`src/design/dipu_pkg.sv`:
```
// ----------------------------------------------------------------------------
// dipu_pkg
// types, kind and cause codes, and pairing / hazard helper functions
// ----------------------------------------------------------------------------
`default_nettype none

package dipu_pkg;

    localparam int KIND_W  = 4;
    localparam int REG_W   = 8;
    localparam int PC_W    = 32;
    localparam int CAUSE_W = 2;

    localparam int MAX_RESULTS = 8;
    localparam int RES_CNT_W   = $clog2(MAX_RESULTS + 1);

    localparam int CMD_DEPTH = 2;
    localparam int CMD_IDX_W = $clog2(CMD_DEPTH);
    localparam int CMD_CNT_W = $clog2(CMD_DEPTH + 1);

    localparam logic [PC_W-1:0] PC_STEP = PC_W'(4);

    // instruction kinds
    localparam logic [KIND_W-1:0] KIND_NOP     = KIND_W'(0);
    localparam logic [KIND_W-1:0] KIND_RTYPE   = KIND_W'(1);
    localparam logic [KIND_W-1:0] KIND_ITYPE   = KIND_W'(2);
    localparam logic [KIND_W-1:0] KIND_LOAD    = KIND_W'(3);
    localparam logic [KIND_W-1:0] KIND_STORE   = KIND_W'(4);
    localparam logic [KIND_W-1:0] KIND_BRANCH  = KIND_W'(5);
    localparam logic [KIND_W-1:0] KIND_JUMP    = KIND_W'(6);
    localparam logic [KIND_W-1:0] KIND_SPECIAL = KIND_W'(7);
    localparam logic [KIND_W-1:0] KIND_JR      = KIND_W'(8);

    // bubble causes
    localparam logic [CAUSE_W-1:0] CAUSE_NONE     = CAUSE_W'(0);
    localparam logic [CAUSE_W-1:0] CAUSE_LOAD_USE = CAUSE_W'(1);
    localparam logic [CAUSE_W-1:0] CAUSE_CONTROL  = CAUSE_W'(2);

    typedef struct packed {
        logic [KIND_W-1:0] kind;
        logic [REG_W-1:0]  src_a;
        logic [REG_W-1:0]  src_b;
        logic [REG_W-1:0]  dst;
        logic [PC_W-1:0]   pc;
    } slot_t;

    localparam slot_t NOP_SLOT = '0;

    // one pipe advance request from the front to the back
    typedef struct packed {
        slot_t first;
        slot_t second;
        logic  step_end;   // last advance of this input if drain is clear; with drain set, drain advances follow
        logic  drain;      // final input: drain the pipe after this advance
    } cmd_t;

    function automatic logic is_mem(input logic [KIND_W-1:0] k);
        return (k == KIND_LOAD) || (k == KIND_STORE);
    endfunction

    function automatic logic reads_two(input logic [KIND_W-1:0] k);
        return (k == KIND_RTYPE) || (k == KIND_STORE) || (k == KIND_BRANCH);
    endfunction

    function automatic logic reads_one(input logic [KIND_W-1:0] k);
        return (k == KIND_ITYPE) || (k == KIND_JR) || (k == KIND_LOAD);
    endfunction

    function automatic logic writes_dst(input logic [KIND_W-1:0] k);
        return (k == KIND_RTYPE) || (k == KIND_ITYPE) || (k == KIND_LOAD);
    endfunction

    function automatic logic reads_reg(input slot_t s, input logic [REG_W-1:0] r);
        logic hit;
        hit = 1'b0;
        if (reads_two(s.kind))
        begin
            hit = (s.src_a == r) || (s.src_b == r);
        end
        else if (reads_one(s.kind))
        begin
            hit = (s.src_a == r);
        end
        return hit;
    endfunction

    function automatic logic can_pair(input slot_t a, input slot_t b);
        logic ok;
        ok = (is_mem(a.kind) != is_mem(b.kind));
        if (writes_dst(a.kind) && reads_reg(b, a.dst))
        begin
            ok = 1'b0;
        end
        if ((a.kind == KIND_BRANCH) || (a.kind == KIND_JUMP) || (a.kind == KIND_JR))
        begin
            ok = 1'b0;
        end
        return ok;
    endfunction

    // hazard between the decode pair and the fetch pair
    function automatic logic [CAUSE_W-1:0] hazard(input slot_t d0, input slot_t d1,
                                                  input slot_t f0, input slot_t f1,
                                                  input logic fetch_valid);
        logic [CAUSE_W-1:0] cause;
        logic [REG_W-1:0]   load_dst;
        cause    = CAUSE_NONE;
        load_dst = (d0.kind == KIND_LOAD) ? d0.dst : d1.dst;
        if (((d0.kind == KIND_LOAD) || (d1.kind == KIND_LOAD)) &&
            (reads_reg(f0, load_dst) || reads_reg(f1, load_dst)))
        begin
            cause = CAUSE_LOAD_USE;
        end
        else if (fetch_valid)
        begin
            if (d0.kind == KIND_BRANCH)
            begin
                if (f0.pc != PC_W'(d0.pc + PC_STEP))
                begin
                    cause = CAUSE_CONTROL;
                end
            end
            else if (d1.kind == KIND_BRANCH)
            begin
                if (f0.pc != PC_W'(d1.pc + PC_STEP))
                begin
                    cause = CAUSE_CONTROL;
                end
            end
        end
        return cause;
    endfunction

endpackage

`default_nettype wire

```
`src/design/dipu_if.sv`:
```
// ----------------------------------------------------------------------------
// dipu interfaces
// valid/ready channels for incoming instructions and issued slot pairs
// ----------------------------------------------------------------------------
`default_nettype none

interface dipu_in_if;
    logic                          valid;
    logic                          ready;
    logic [dipu_pkg::KIND_W-1:0]   instr_kind;
    logic [dipu_pkg::REG_W-1:0]    src_reg_a;
    logic [dipu_pkg::REG_W-1:0]    src_reg_b;
    logic [dipu_pkg::REG_W-1:0]    dest_reg;
    logic [dipu_pkg::PC_W-1:0]     instr_pc;
    logic                          end_of_trace;

    modport source (output valid, instr_kind, src_reg_a, src_reg_b, dest_reg, instr_pc,
                    end_of_trace, input ready);
    modport sink (input valid, instr_kind, src_reg_a, src_reg_b, dest_reg, instr_pc,
                  end_of_trace, output ready);
endinterface

interface dipu_out_if;
    logic                          valid;
    logic                          ready;
    logic [dipu_pkg::KIND_W-1:0]   alu_slot_kind;
    logic [dipu_pkg::PC_W-1:0]     alu_slot_pc;
    logic [dipu_pkg::KIND_W-1:0]   mem_slot_kind;
    logic [dipu_pkg::PC_W-1:0]     mem_slot_pc;
    logic [dipu_pkg::CAUSE_W-1:0]  bubble_cause;
    logic                          last_cycle;

    modport source (output valid, alu_slot_kind, alu_slot_pc, mem_slot_kind, mem_slot_pc,
                    bubble_cause, last_cycle, input ready);
    modport sink (input valid, alu_slot_kind, alu_slot_pc, mem_slot_kind, mem_slot_pc,
                  bubble_cause, last_cycle, output ready);
endinterface

`default_nettype wire

```
`src/design/dipu_front.sv`:
```
// ----------------------------------------------------------------------------
// dipu_front
// holds one instruction back, pairs it with the next and queues advances
// ----------------------------------------------------------------------------
`default_nettype none

module dipu_front (
    input  wire logic         clk,
    input  wire logic         rst_n,
    dipu_in_if.sink           instr,
    output dipu_pkg::cmd_t    push_cmd,
    output logic              push,
    input  wire logic         q_full
);

    dipu_pkg::slot_t held_reg;
    dipu_pkg::slot_t held_next;
    logic            held_valid_reg;
    logic            held_valid_next;
    logic            flush_reg;
    logic            flush_next;
    dipu_pkg::slot_t x;
    logic            accept;
    logic            last;

    assign x.kind  = instr.instr_kind;
    assign x.src_a = instr.src_reg_a;
    assign x.src_b = instr.src_reg_b;
    assign x.dst   = instr.dest_reg;
    assign x.pc    = instr.instr_pc;
    assign last    = instr.end_of_trace;

    assign instr.ready = !flush_reg && !q_full;
    assign accept      = instr.valid && instr.ready;

    always_comb
    begin
        push            = 1'b0;
        push_cmd        = '0;
        held_next       = held_reg;
        held_valid_next = held_valid_reg;
        flush_next      = flush_reg;
        priority if (flush_reg)
        begin
            // second half of a final input that could not pair
            if (!q_full)
            begin
                push                = 1'b1;
                push_cmd.first      = held_reg;
                push_cmd.second     = dipu_pkg::NOP_SLOT;
                push_cmd.step_end   = 1'b1;
                push_cmd.drain      = 1'b1;
                held_valid_next     = 1'b0;
                flush_next          = 1'b0;
            end
        end
        else if (accept)
        begin
            priority if (!held_valid_reg)
            begin
                if (last)
                begin
                    push              = 1'b1;
                    push_cmd.first    = x;
                    push_cmd.second   = dipu_pkg::NOP_SLOT;
                    push_cmd.step_end = 1'b1;
                    push_cmd.drain    = 1'b1;
                end
                else
                begin
                    held_next       = x;
                    held_valid_next = 1'b1;
                end
            end
            else if (dipu_pkg::can_pair(held_reg, x))
            begin
                push              = 1'b1;
                push_cmd.first    = held_reg;
                push_cmd.second   = x;
                push_cmd.step_end = 1'b1;
                push_cmd.drain    = last;
                held_valid_next   = 1'b0;
            end
            else
            begin
                push              = 1'b1;
                push_cmd.first    = held_reg;
                push_cmd.second   = dipu_pkg::NOP_SLOT;
                push_cmd.step_end = !last;
                push_cmd.drain    = 1'b0;
                held_next         = x;
                flush_next        = last;
            end
        end
        else
        begin
            push = 1'b0;
        end
    end

    always_ff @(posedge clk or negedge rst_n)
    begin
        if (!rst_n)
        begin
            held_valid_reg <= 1'b0;
            flush_reg      <= 1'b0;
        end
        else
        begin
            held_valid_reg <= held_valid_next;
            flush_reg      <= flush_next;
        end
    end

    always_ff @(posedge clk)
    begin
        held_reg <= held_next;
    end

endmodule

`default_nettype wire

```
`src/design/dipu_cmd_fifo.sv`:
```
// ----------------------------------------------------------------------------
// dipu_cmd_fifo
// short queue of advance requests between front and back
// ----------------------------------------------------------------------------
`default_nettype none

module dipu_cmd_fifo (
    input  wire logic            clk,
    input  wire logic            rst_n,
    input  wire logic            push,
    input  wire dipu_pkg::cmd_t  push_cmd,
    output logic                 full,
    input  wire logic            pop,
    output dipu_pkg::cmd_t       head,
    output logic                 not_empty
);

    dipu_pkg::cmd_t                       entry_reg [dipu_pkg::CMD_DEPTH];
    logic [dipu_pkg::CMD_IDX_W-1:0]       wr_ptr_reg;
    logic [dipu_pkg::CMD_IDX_W-1:0]       rd_ptr_reg;
    logic [dipu_pkg::CMD_CNT_W-1:0]       count_reg;
    logic                                 do_push;
    logic                                 do_pop;

    assign full      = (count_reg == dipu_pkg::CMD_CNT_W'(dipu_pkg::CMD_DEPTH));
    assign not_empty = (count_reg != '0);
    assign head      = entry_reg[rd_ptr_reg];
    assign do_push   = push && !full;
    assign do_pop    = pop && not_empty;

    always_ff @(posedge clk or negedge rst_n)
    begin
        if (!rst_n)
        begin
            wr_ptr_reg <= '0;
            rd_ptr_reg <= '0;
            count_reg  <= '0;
        end
        else
        begin
            if (do_push)
            begin
                wr_ptr_reg <= (wr_ptr_reg == dipu_pkg::CMD_IDX_W'(dipu_pkg::CMD_DEPTH - 1))
                              ? '0 : wr_ptr_reg + 1'b1;
            end
            if (do_pop)
            begin
                rd_ptr_reg <= (rd_ptr_reg == dipu_pkg::CMD_IDX_W'(dipu_pkg::CMD_DEPTH - 1))
                              ? '0 : rd_ptr_reg + 1'b1;
            end
            if (do_push && !do_pop)
            begin
                count_reg <= count_reg + 1'b1;
            end
            else if (do_pop && !do_push)
            begin
                count_reg <= count_reg - 1'b1;
            end
        end
    end

    always_ff @(posedge clk)
    begin
        if (do_push)
        begin
            entry_reg[wr_ptr_reg] <= push_cmd;
        end
    end

endmodule

`default_nettype wire

```
`src/design/dipu_back.sv`:
```
// ----------------------------------------------------------------------------
// dipu_back
// fetch/decode pair pipe, hazard bubbles, drain and issue slot split
// ----------------------------------------------------------------------------
`default_nettype none

module dipu_back #(
    parameter int DRAIN_CYCLES = 4
) (
    input  wire logic            clk,
    input  wire logic            rst_n,
    input  wire dipu_pkg::cmd_t  head,
    input  wire logic            not_empty,
    output logic                 pop,
    dipu_out_if.source           issue
);

    localparam int DRAIN_W = $clog2(DRAIN_CYCLES + 1);

    dipu_pkg::slot_t                 dec0_reg;
    dipu_pkg::slot_t                 dec1_reg;
    dipu_pkg::slot_t                 fet0_reg;
    dipu_pkg::slot_t                 fet1_reg;
    logic [dipu_pkg::CAUSE_W-1:0]    pend_cause_reg;
    logic                            pend_last_reg;
    logic [DRAIN_W-1:0]              drain_cnt_reg;
    logic [dipu_pkg::RES_CNT_W-1:0]  res_cnt_reg;
    logic                            out_valid_reg;
    logic [dipu_pkg::KIND_W-1:0]     alu_kind_reg;
    logic [dipu_pkg::PC_W-1:0]       alu_pc_reg;
    logic [dipu_pkg::KIND_W-1:0]     mem_kind_reg;
    logic [dipu_pkg::PC_W-1:0]       mem_pc_reg;
    logic [dipu_pkg::CAUSE_W-1:0]    cause_out_reg;
    logic                            last_out_reg;

    logic                            src_stall;
    logic                            src_drain;
    logic                            src_cmd;
    logic                            fire;
    dipu_pkg::slot_t                 new0;
    dipu_pkg::slot_t                 new1;
    logic                            new_fv;
    logic [dipu_pkg::CAUSE_W-1:0]    hz;
    logic                            adv_last;
    logic                            step_last;
    logic [dipu_pkg::CAUSE_W-1:0]    cause;
    logic                            visible;
    dipu_pkg::slot_t                 alu_slot;
    dipu_pkg::slot_t                 mem_slot;

    always_comb
    begin
        // a pending bubble goes first, then drain advances, then queued advances
        src_stall = (pend_cause_reg != dipu_pkg::CAUSE_NONE);
        src_drain = !src_stall && (drain_cnt_reg != '0);
        src_cmd   = !src_stall && !src_drain && not_empty;
        fire      = (src_stall || src_drain || src_cmd) && (!out_valid_reg || issue.ready);
        pop       = fire && src_cmd;

        new0   = src_cmd ? head.first  : dipu_pkg::NOP_SLOT;
        new1   = src_cmd ? head.second : dipu_pkg::NOP_SLOT;
        new_fv = src_cmd;
        hz     = dipu_pkg::hazard(fet0_reg, fet1_reg, new0, new1, new_fv);

        adv_last  = src_cmd ? (head.step_end && !head.drain)
                            : (drain_cnt_reg == DRAIN_W'(1));
        step_last = src_stall ? pend_last_reg
                              : (adv_last && (hz == dipu_pkg::CAUSE_NONE));
        cause     = src_stall ? pend_cause_reg : dipu_pkg::CAUSE_NONE;
        visible   = (res_cnt_reg < dipu_pkg::RES_CNT_W'(dipu_pkg::MAX_RESULTS));

        if (dipu_pkg::is_mem(dec0_reg.kind))
        begin
            alu_slot = dec1_reg;
            mem_slot = dec0_reg;
        end
        else
        begin
            alu_slot = dec0_reg;
            mem_slot = dec1_reg;
        end
    end

    always_ff @(posedge clk or negedge rst_n)
    begin
        if (!rst_n)
        begin
            dec0_reg       <= dipu_pkg::NOP_SLOT;
            dec1_reg       <= dipu_pkg::NOP_SLOT;
            fet0_reg       <= dipu_pkg::NOP_SLOT;
            fet1_reg       <= dipu_pkg::NOP_SLOT;
            pend_cause_reg <= dipu_pkg::CAUSE_NONE;
            pend_last_reg  <= 1'b0;
            drain_cnt_reg  <= '0;
            res_cnt_reg    <= '0;
            out_valid_reg  <= 1'b0;
            alu_kind_reg   <= '0;
            alu_pc_reg     <= '0;
            mem_kind_reg   <= '0;
            mem_pc_reg     <= '0;
            cause_out_reg  <= dipu_pkg::CAUSE_NONE;
            last_out_reg   <= 1'b0;
        end
        else
        begin
            if (issue.ready)
            begin
                out_valid_reg <= 1'b0;
            end
            if (fire)
            begin
                if (src_stall)
                begin
                    // bubble: decode issues and becomes no-ops, fetch holds
                    dec0_reg       <= dipu_pkg::NOP_SLOT;
                    dec1_reg       <= dipu_pkg::NOP_SLOT;
                    pend_cause_reg <= dipu_pkg::CAUSE_NONE;
                end
                else
                begin
                    dec0_reg       <= fet0_reg;
                    dec1_reg       <= fet1_reg;
                    fet0_reg       <= new0;
                    fet1_reg       <= new1;
                    pend_cause_reg <= hz;
                    pend_last_reg  <= adv_last;
                    if (src_drain)
                    begin
                        drain_cnt_reg <= drain_cnt_reg - 1'b1;
                    end
                    else if (head.drain)
                    begin
                        drain_cnt_reg <= DRAIN_W'(DRAIN_CYCLES);
                    end
                end

                if (step_last)
                begin
                    res_cnt_reg <= '0;
                end
                else if (visible)
                begin
                    res_cnt_reg <= res_cnt_reg + 1'b1;
                end

                if (visible)
                begin
                    out_valid_reg <= 1'b1;
                    alu_kind_reg  <= alu_slot.kind;
                    alu_pc_reg    <= alu_slot.pc;
                    mem_kind_reg  <= mem_slot.kind;
                    mem_pc_reg    <= mem_slot.pc;
                    cause_out_reg <= cause;
                    last_out_reg  <= step_last ||
                        (res_cnt_reg == dipu_pkg::RES_CNT_W'(dipu_pkg::MAX_RESULTS - 1));
                end
            end
        end
    end

    assign issue.valid         = out_valid_reg;
    assign issue.alu_slot_kind = alu_kind_reg;
    assign issue.alu_slot_pc   = alu_pc_reg;
    assign issue.mem_slot_kind = mem_kind_reg;
    assign issue.mem_slot_pc   = mem_pc_reg;
    assign issue.bubble_cause  = cause_out_reg;
    assign issue.last_cycle    = last_out_reg;

endmodule

`default_nettype wire

```
`src/design/dual_issue_pairing_hazard_unit.sv`:
```
// ----------------------------------------------------------------------------
// dual_issue_pairing_hazard_unit
// throughput: one instruction per cycle while ready is high; each load-use or control bubble adds a transfer
// output: a queued advance loads its issued decode pair into the output register as it is dequeued
// final instruction: up to two advances plus DRAIN_CYCLES drain advances, one per cycle unless the output stalls
// reset: asynchronous active low; holding slot empty, fetch and decode pairs to no-ops
// ----------------------------------------------------------------------------
`default_nettype none

module dual_issue_pairing_hazard_unit #(
    parameter int DRAIN_CYCLES = 4
) (
    input  wire logic    clk,
    input  wire logic    rst_n,
    dipu_in_if.sink      instr,
    dipu_out_if.source   issue
);

    // front side: holding slot and pairing rules; it turns each accepted
    // instruction into zero, one or two pipe advances (two only when a final
    // instruction cannot pair, and then ready stays low until the second is queued)
    dipu_pkg::cmd_t push_cmd;
    logic           push;
    logic           q_full;

    // back side: fetch and decode pair registers; each advance issues the
    // decode pair, and a hazard found on the new fetch/decode contents costs
    // one bubble transfer before the next advance
    dipu_pkg::cmd_t head;
    logic           not_empty;
    logic           pop;

    dipu_front u_front (
        .clk      (clk),
        .rst_n    (rst_n),
        .instr    (instr),
        .push_cmd (push_cmd),
        .push     (push),
        .q_full   (q_full)
    );

    // two-entry queue lets the front keep taking instructions while the
    // back issues a bubble or waits on the output
    dipu_cmd_fifo u_cmd_fifo (
        .clk       (clk),
        .rst_n     (rst_n),
        .push      (push),
        .push_cmd  (push_cmd),
        .full      (q_full),
        .pop       (pop),
        .head      (head),
        .not_empty (not_empty)
    );

    // the back also expands a final instruction into drain advances and
    // caps the transfers of one instruction at the result limit, marking
    // the last one with last_cycle
    dipu_back #(
        .DRAIN_CYCLES (DRAIN_CYCLES)
    ) u_back (
        .clk       (clk),
        .rst_n     (rst_n),
        .head      (head),
        .not_empty (not_empty),
        .pop       (pop),
        .issue     (issue)
    );

endmodule

`default_nettype wire

```
`src/flat_wrapper.sv`:
```
// flat-port wrapper written by rule: the top's interface ports become plain ports
module dual_issue_pairing_hazard_unit_flat 
#(
    parameter int DRAIN_CYCLES = 4
)
  (clk, rst_n, instr_valid, instr_instr_kind, instr_src_reg_a, instr_src_reg_b, instr_dest_reg, instr_instr_pc, instr_end_of_trace, instr_ready, issue_valid, issue_alu_slot_kind, issue_alu_slot_pc, issue_mem_slot_kind, issue_mem_slot_pc, issue_bubble_cause, issue_last_cycle, issue_ready);
  dipu_in_if instr_i ();
  dipu_out_if issue_i ();
  input  wire logic clk;
  input  wire logic rst_n;
  input wire logic [$bits(instr_i.valid)-1:0] instr_valid;
  input wire logic [$bits(instr_i.instr_kind)-1:0] instr_instr_kind;
  input wire logic [$bits(instr_i.src_reg_a)-1:0] instr_src_reg_a;
  input wire logic [$bits(instr_i.src_reg_b)-1:0] instr_src_reg_b;
  input wire logic [$bits(instr_i.dest_reg)-1:0] instr_dest_reg;
  input wire logic [$bits(instr_i.instr_pc)-1:0] instr_instr_pc;
  input wire logic [$bits(instr_i.end_of_trace)-1:0] instr_end_of_trace;
  output wire logic [$bits(instr_i.ready)-1:0] instr_ready;
  output wire logic [$bits(issue_i.valid)-1:0] issue_valid;
  output wire logic [$bits(issue_i.alu_slot_kind)-1:0] issue_alu_slot_kind;
  output wire logic [$bits(issue_i.alu_slot_pc)-1:0] issue_alu_slot_pc;
  output wire logic [$bits(issue_i.mem_slot_kind)-1:0] issue_mem_slot_kind;
  output wire logic [$bits(issue_i.mem_slot_pc)-1:0] issue_mem_slot_pc;
  output wire logic [$bits(issue_i.bubble_cause)-1:0] issue_bubble_cause;
  output wire logic [$bits(issue_i.last_cycle)-1:0] issue_last_cycle;
  input wire logic [$bits(issue_i.ready)-1:0] issue_ready;
  assign instr_i.valid = instr_valid;
  assign instr_i.instr_kind = instr_instr_kind;
  assign instr_i.src_reg_a = instr_src_reg_a;
  assign instr_i.src_reg_b = instr_src_reg_b;
  assign instr_i.dest_reg = instr_dest_reg;
  assign instr_i.instr_pc = instr_instr_pc;
  assign instr_i.end_of_trace = instr_end_of_trace;
  assign instr_ready = instr_i.ready;
  assign issue_valid = issue_i.valid;
  assign issue_alu_slot_kind = issue_i.alu_slot_kind;
  assign issue_alu_slot_pc = issue_i.alu_slot_pc;
  assign issue_mem_slot_kind = issue_i.mem_slot_kind;
  assign issue_mem_slot_pc = issue_i.mem_slot_pc;
  assign issue_bubble_cause = issue_i.bubble_cause;
  assign issue_last_cycle = issue_i.last_cycle;
  assign issue_i.ready = issue_ready;
  dual_issue_pairing_hazard_unit #(.DRAIN_CYCLES(DRAIN_CYCLES)) u_core (.clk(clk), .rst_n(rst_n), .instr(instr_i), .issue(issue_i));
endmodule
```
`config.mk`:
```
export PLATFORM = sky130hd
export DESIGN_NAME = dual_issue_pairing_hazard_unit_flat
export DESIGN_NICKNAME = d
export VERILOG_FILES = /design/src/design/dipu_pkg.sv /design/src/design/dipu_if.sv /design/src/design/dipu_front.sv /design/src/design/dipu_cmd_fifo.sv /design/src/design/dipu_back.sv /design/src/design/dual_issue_pairing_hazard_unit.sv /design/src/flat_wrapper.sv
export SDC_FILE = /design/constraint.sdc
export NUM_CORES = 1
export LEC_CHECK = 0
export BUFFER_PORTS_ARGS = -buffer_cell sky130_fd_sc_hd__buf_2
export CAP_MARGIN = 15
export CORE_AREA = 2 2 216 218
export CTS_CLUSTER_DIAMETER = 100
export DETAILED_ROUTE_END_ITERATION = 8
export DIE_AREA = 0 0 218 220
export GPL_ROUTABILITY_DRIVEN = 1
export MAX_ROUTING_LAYER = met4
export PLACE_DENSITY = 0.86
export RECOVER_POWER = 50
export SYNTH_ARGS = -nofsm -noshare
export SYNTH_HDL_FRONTEND = slang
export SYNTH_HIERARCHICAL = 1
export SYNTH_SLANG_ARGS = --single-unit
```
`constraint.sdc`:
```
create_clock -name clk -period 9.2 [get_ports clk]
set_clock_uncertainty 0.05 [all_clocks]
set_input_delay 0.92 -clock clk [delete_from_list [all_inputs] [get_ports clk]]
set_output_delay 0.92 -clock clk [all_outputs]
set_load 0.02 [all_outputs]
```
==> flow_summary.json <==
{
  "slew_violations": 532,
  "status": "finished with violations",
  "post_cts_buffers": 0,
  "synth_edf_count": 304,
  "synthTopCellsByArea": "edfxtp_1 34%, dfrtp_1 23%, nand2_1 5.5%",
  "drc": 0,
  "antenna_found_initial": 2,
  "rsz0062_at_grt": "no",
  "viasPerCell": 6.25,
  "post_dp_cell_area_sq_mm": 0.0281,
  "placed_cells": 2989,
  "crit_buf_inv": 1,
  "ant_nets": 0,
  "hold_viol": 0,
  "ys_warn_count": 6,
  "final_util": 0.650,
  "core_sq_mm": 0.0459,
  "grt_pass1_vias": 18500,
  "power.total_mw": 10.2,
  "synth_most_common_cell": "nand2_1",
  "ys.flop_type": "edfxtp_1",
  "worst-setup-path-type": "reg2reg",
  "htree_levels": 2,
  "cellPowerDensity_mw_per_mm2": 341,
  "cp_cell_sequence": "or2_0 > or2_2 > o21ai_0 > nor2_4 > clkbuf_1 > o21ai_0 > nand2_1 > o21ai_0",
  "ys_top_cells_by_count": "401 x nand2_1, 304 x edfxtp_1, 252 x dfrtp_1",
  "grt_first_pass_wirelength_um": 106000,
  "setup_violations": 0,
  "r2r-end": "u_core/u_back/drain_cnt_reg[0]",
  "grt_max_degree": 141,
  "cts_tree": "yes",
  "cp_max_fo": 74,
  "grt-ovfl-total": 0,
  "cp_slowest_cell": "clkbuf_1",
  "fp.dieArea_sq_mm": 0.0480,
  "clockRootBuffer": "clkbuf_16",
  "die_x_um": 218,
  "clkTransAtPathRegs_ns": 0.06,
  "cts_resized": 0,
  "r2r_slack_ns": 3.10,
  "ys_ff_latch": 556,
  "yosysSeqAreaShare": 0.569,
  "clock-sinks": 556,
  "largest_reg_flops": 244,
  "worst_ir_drop_vdd_uv": 221,
  "whs_ns": 0.310,
  "yosysTopAreaCell": "edfxtp_1",
  "drt_iter0_drc": 2327,
  "crit_path_frequent_cell": "o21ai_0",
  "use_met3": 0.0438,
  "boundaryPins": 142,
  "insertion_delay_ns": 0.61,
  "grtUsageMet1": 0.432,
  "drive_above_1_share": 0.139,
  "fin_crit_ns": 6.10,
  "critPathTopFamily": "buffers and inverters",
  "syn_inst": 2367,
  "num_vias": 19300,
  "max_stage_delay_ns": 2.75,
  "first_pass_iters": 6,
  "ys_types": 95,
  "cts_hold_buf": 0,
  "rows": 79,
  "area_delta_synth_final_pct": 9.75,
  "rr_worst_depth": 8,
  "syn_area_sq_mm": 0.0271,
  "fin_ws_ns": 3.10,
  "violations": "capacitance limit, slew limit",
  "fin_tns_setup_ns": 0,
  "rr_startpoint": "u_core/u_back/pend_cause_reg[1]",
  "grt_usage": 0.296,
  "wirelength_um": 69100,
  "finalCritPeriodShare": 0.663,
  "nNetsFinal": 2511,
  "start_util": 0.592,
  "avgRoutedWirePerCell_um": 22.3,
  "design_area_sq_mm": 0.0298,
  "gp_congestion": 0.967,
  "dp_hpwl_um": 46000,
  "die_y_um": 220,
  "hold_path.class": "in2async",
  "fillCellCount": 3384,
  "synth-async-reset-ratio": 0.453,
  "numCtsBuffers": 55,
  "worstPathRequired_ns": 9.63,
  "syn_nets": 2439,
  "port_buffers": 141,
  "max_freq_mhz": 164,
  "slew-limit-headroom": -1.75,
  "clock_path_buffers": 3,
  "gr-usage-met2": 0.432,
  "fin_cells": 3093,
  "post-place-ws_ns": 4.22,
  "grt_most_used_layer": "met1",
  "syn_avg_cell_area_sq_um": 11.5,
  "tightest_slew_ns": 4.12,
  "power.leakage_nw": 12.0,
  "synth_top_area_frac": 0.336,
  "cap_violations": 8,
  "startpoint_type": "register",
  "end_kind": "register",
  "cp_data_arrival_time_ns": 6.53
}
-- power breakdown --
part           internal, mW  switching, mW
clock                  1.35          0.957
combinational          1.33           2.33
sequential             3.58          0.622
-- per-layer routing --
layer / vias up / part of all wire
met3: 118 / 0.086
li1: 8697 / -
met1: 9602 / 0.45
met4: 0 / 0.023
met5: - / 0
met2: 911 / 0.45
-- worst register-to-register path, cell delays in order (launching register included) --
cell and delay, ns:
dfrtp_1 0.52, or2_0 0.94, or2_2 0.27, o21ai_0 0.16, nor2_4 0.35, clkbuf_1 2.76
o21ai_0 0.60, nand2_1 0.22, o21ai_0 0.11
-- final cells by class --
class	count	area, sq um	area share
inverters	82	308	0.0103
well taps	607	759	0.0255
clock inverters	28	303	0.0102
multi-input cells	1582	10700	0.360
clock buffers	75	1570	0.0528
flip-flops and latches	556	15400	0.518
diodes	1	2.50	0.0000840
repair buffers	162	677	0.0227
-- how the worst max path moves through the flow --
| stage | cells past startpoint | to | start | slack [ns] |
|---|---|---|---|---|
| floorplan | 5 | u_core/u_cmd_fifo/entry_reg[0][0] | instr_end_of_trace | 2.20 |
| global placement | 12 | u_core/u_back/res_cnt_reg[0] | u_core/u_cmd_fifo/rd_ptr_reg | 4.33 |
| detailed placement | 12 | u_core/u_back/res_cnt_reg[0] | u_core/u_cmd_fifo/rd_ptr_reg | 4.22 |
| CTS | 12 | u_core/u_back/res_cnt_reg[0] | u_core/u_cmd_fifo/rd_ptr_reg | 4.18 |
| global route | 8 | u_core/u_back/drain_cnt_reg[0] | u_core/u_back/pend_cause_reg[1] | 2.80 |
| finish | 8 | u_core/u_back/drain_cnt_reg[0] | u_core/u_back/pend_cause_reg[1] | 3.10 |
-- placed cells by master (no fill, tap or decap), drive strengths merged, types with 34 or more instances in the layout --
master / instances
nand2: 402
edfxtp: 304
dfrtp: 252
clkbuf: 218
nand3: 167
o21ai: 137
mux2: 136
inv: 87
nor3: 85
mux2i: 83
nor2: 79
xnor2: 62
a22o: 61
xor2: 53
a21oi: 34
-- cells by family after synthesis --
family,Yosys count,share of synthesized area
buf+inv,229,0.0384
xor+xnor,117,0.0390
compound gates,337,0.0836
mux,219,0.0967
simple gates,902,0.171
flops,556,0.569
fa+ha+maj,7,0.00323
(Power assumes the default switching activity.)
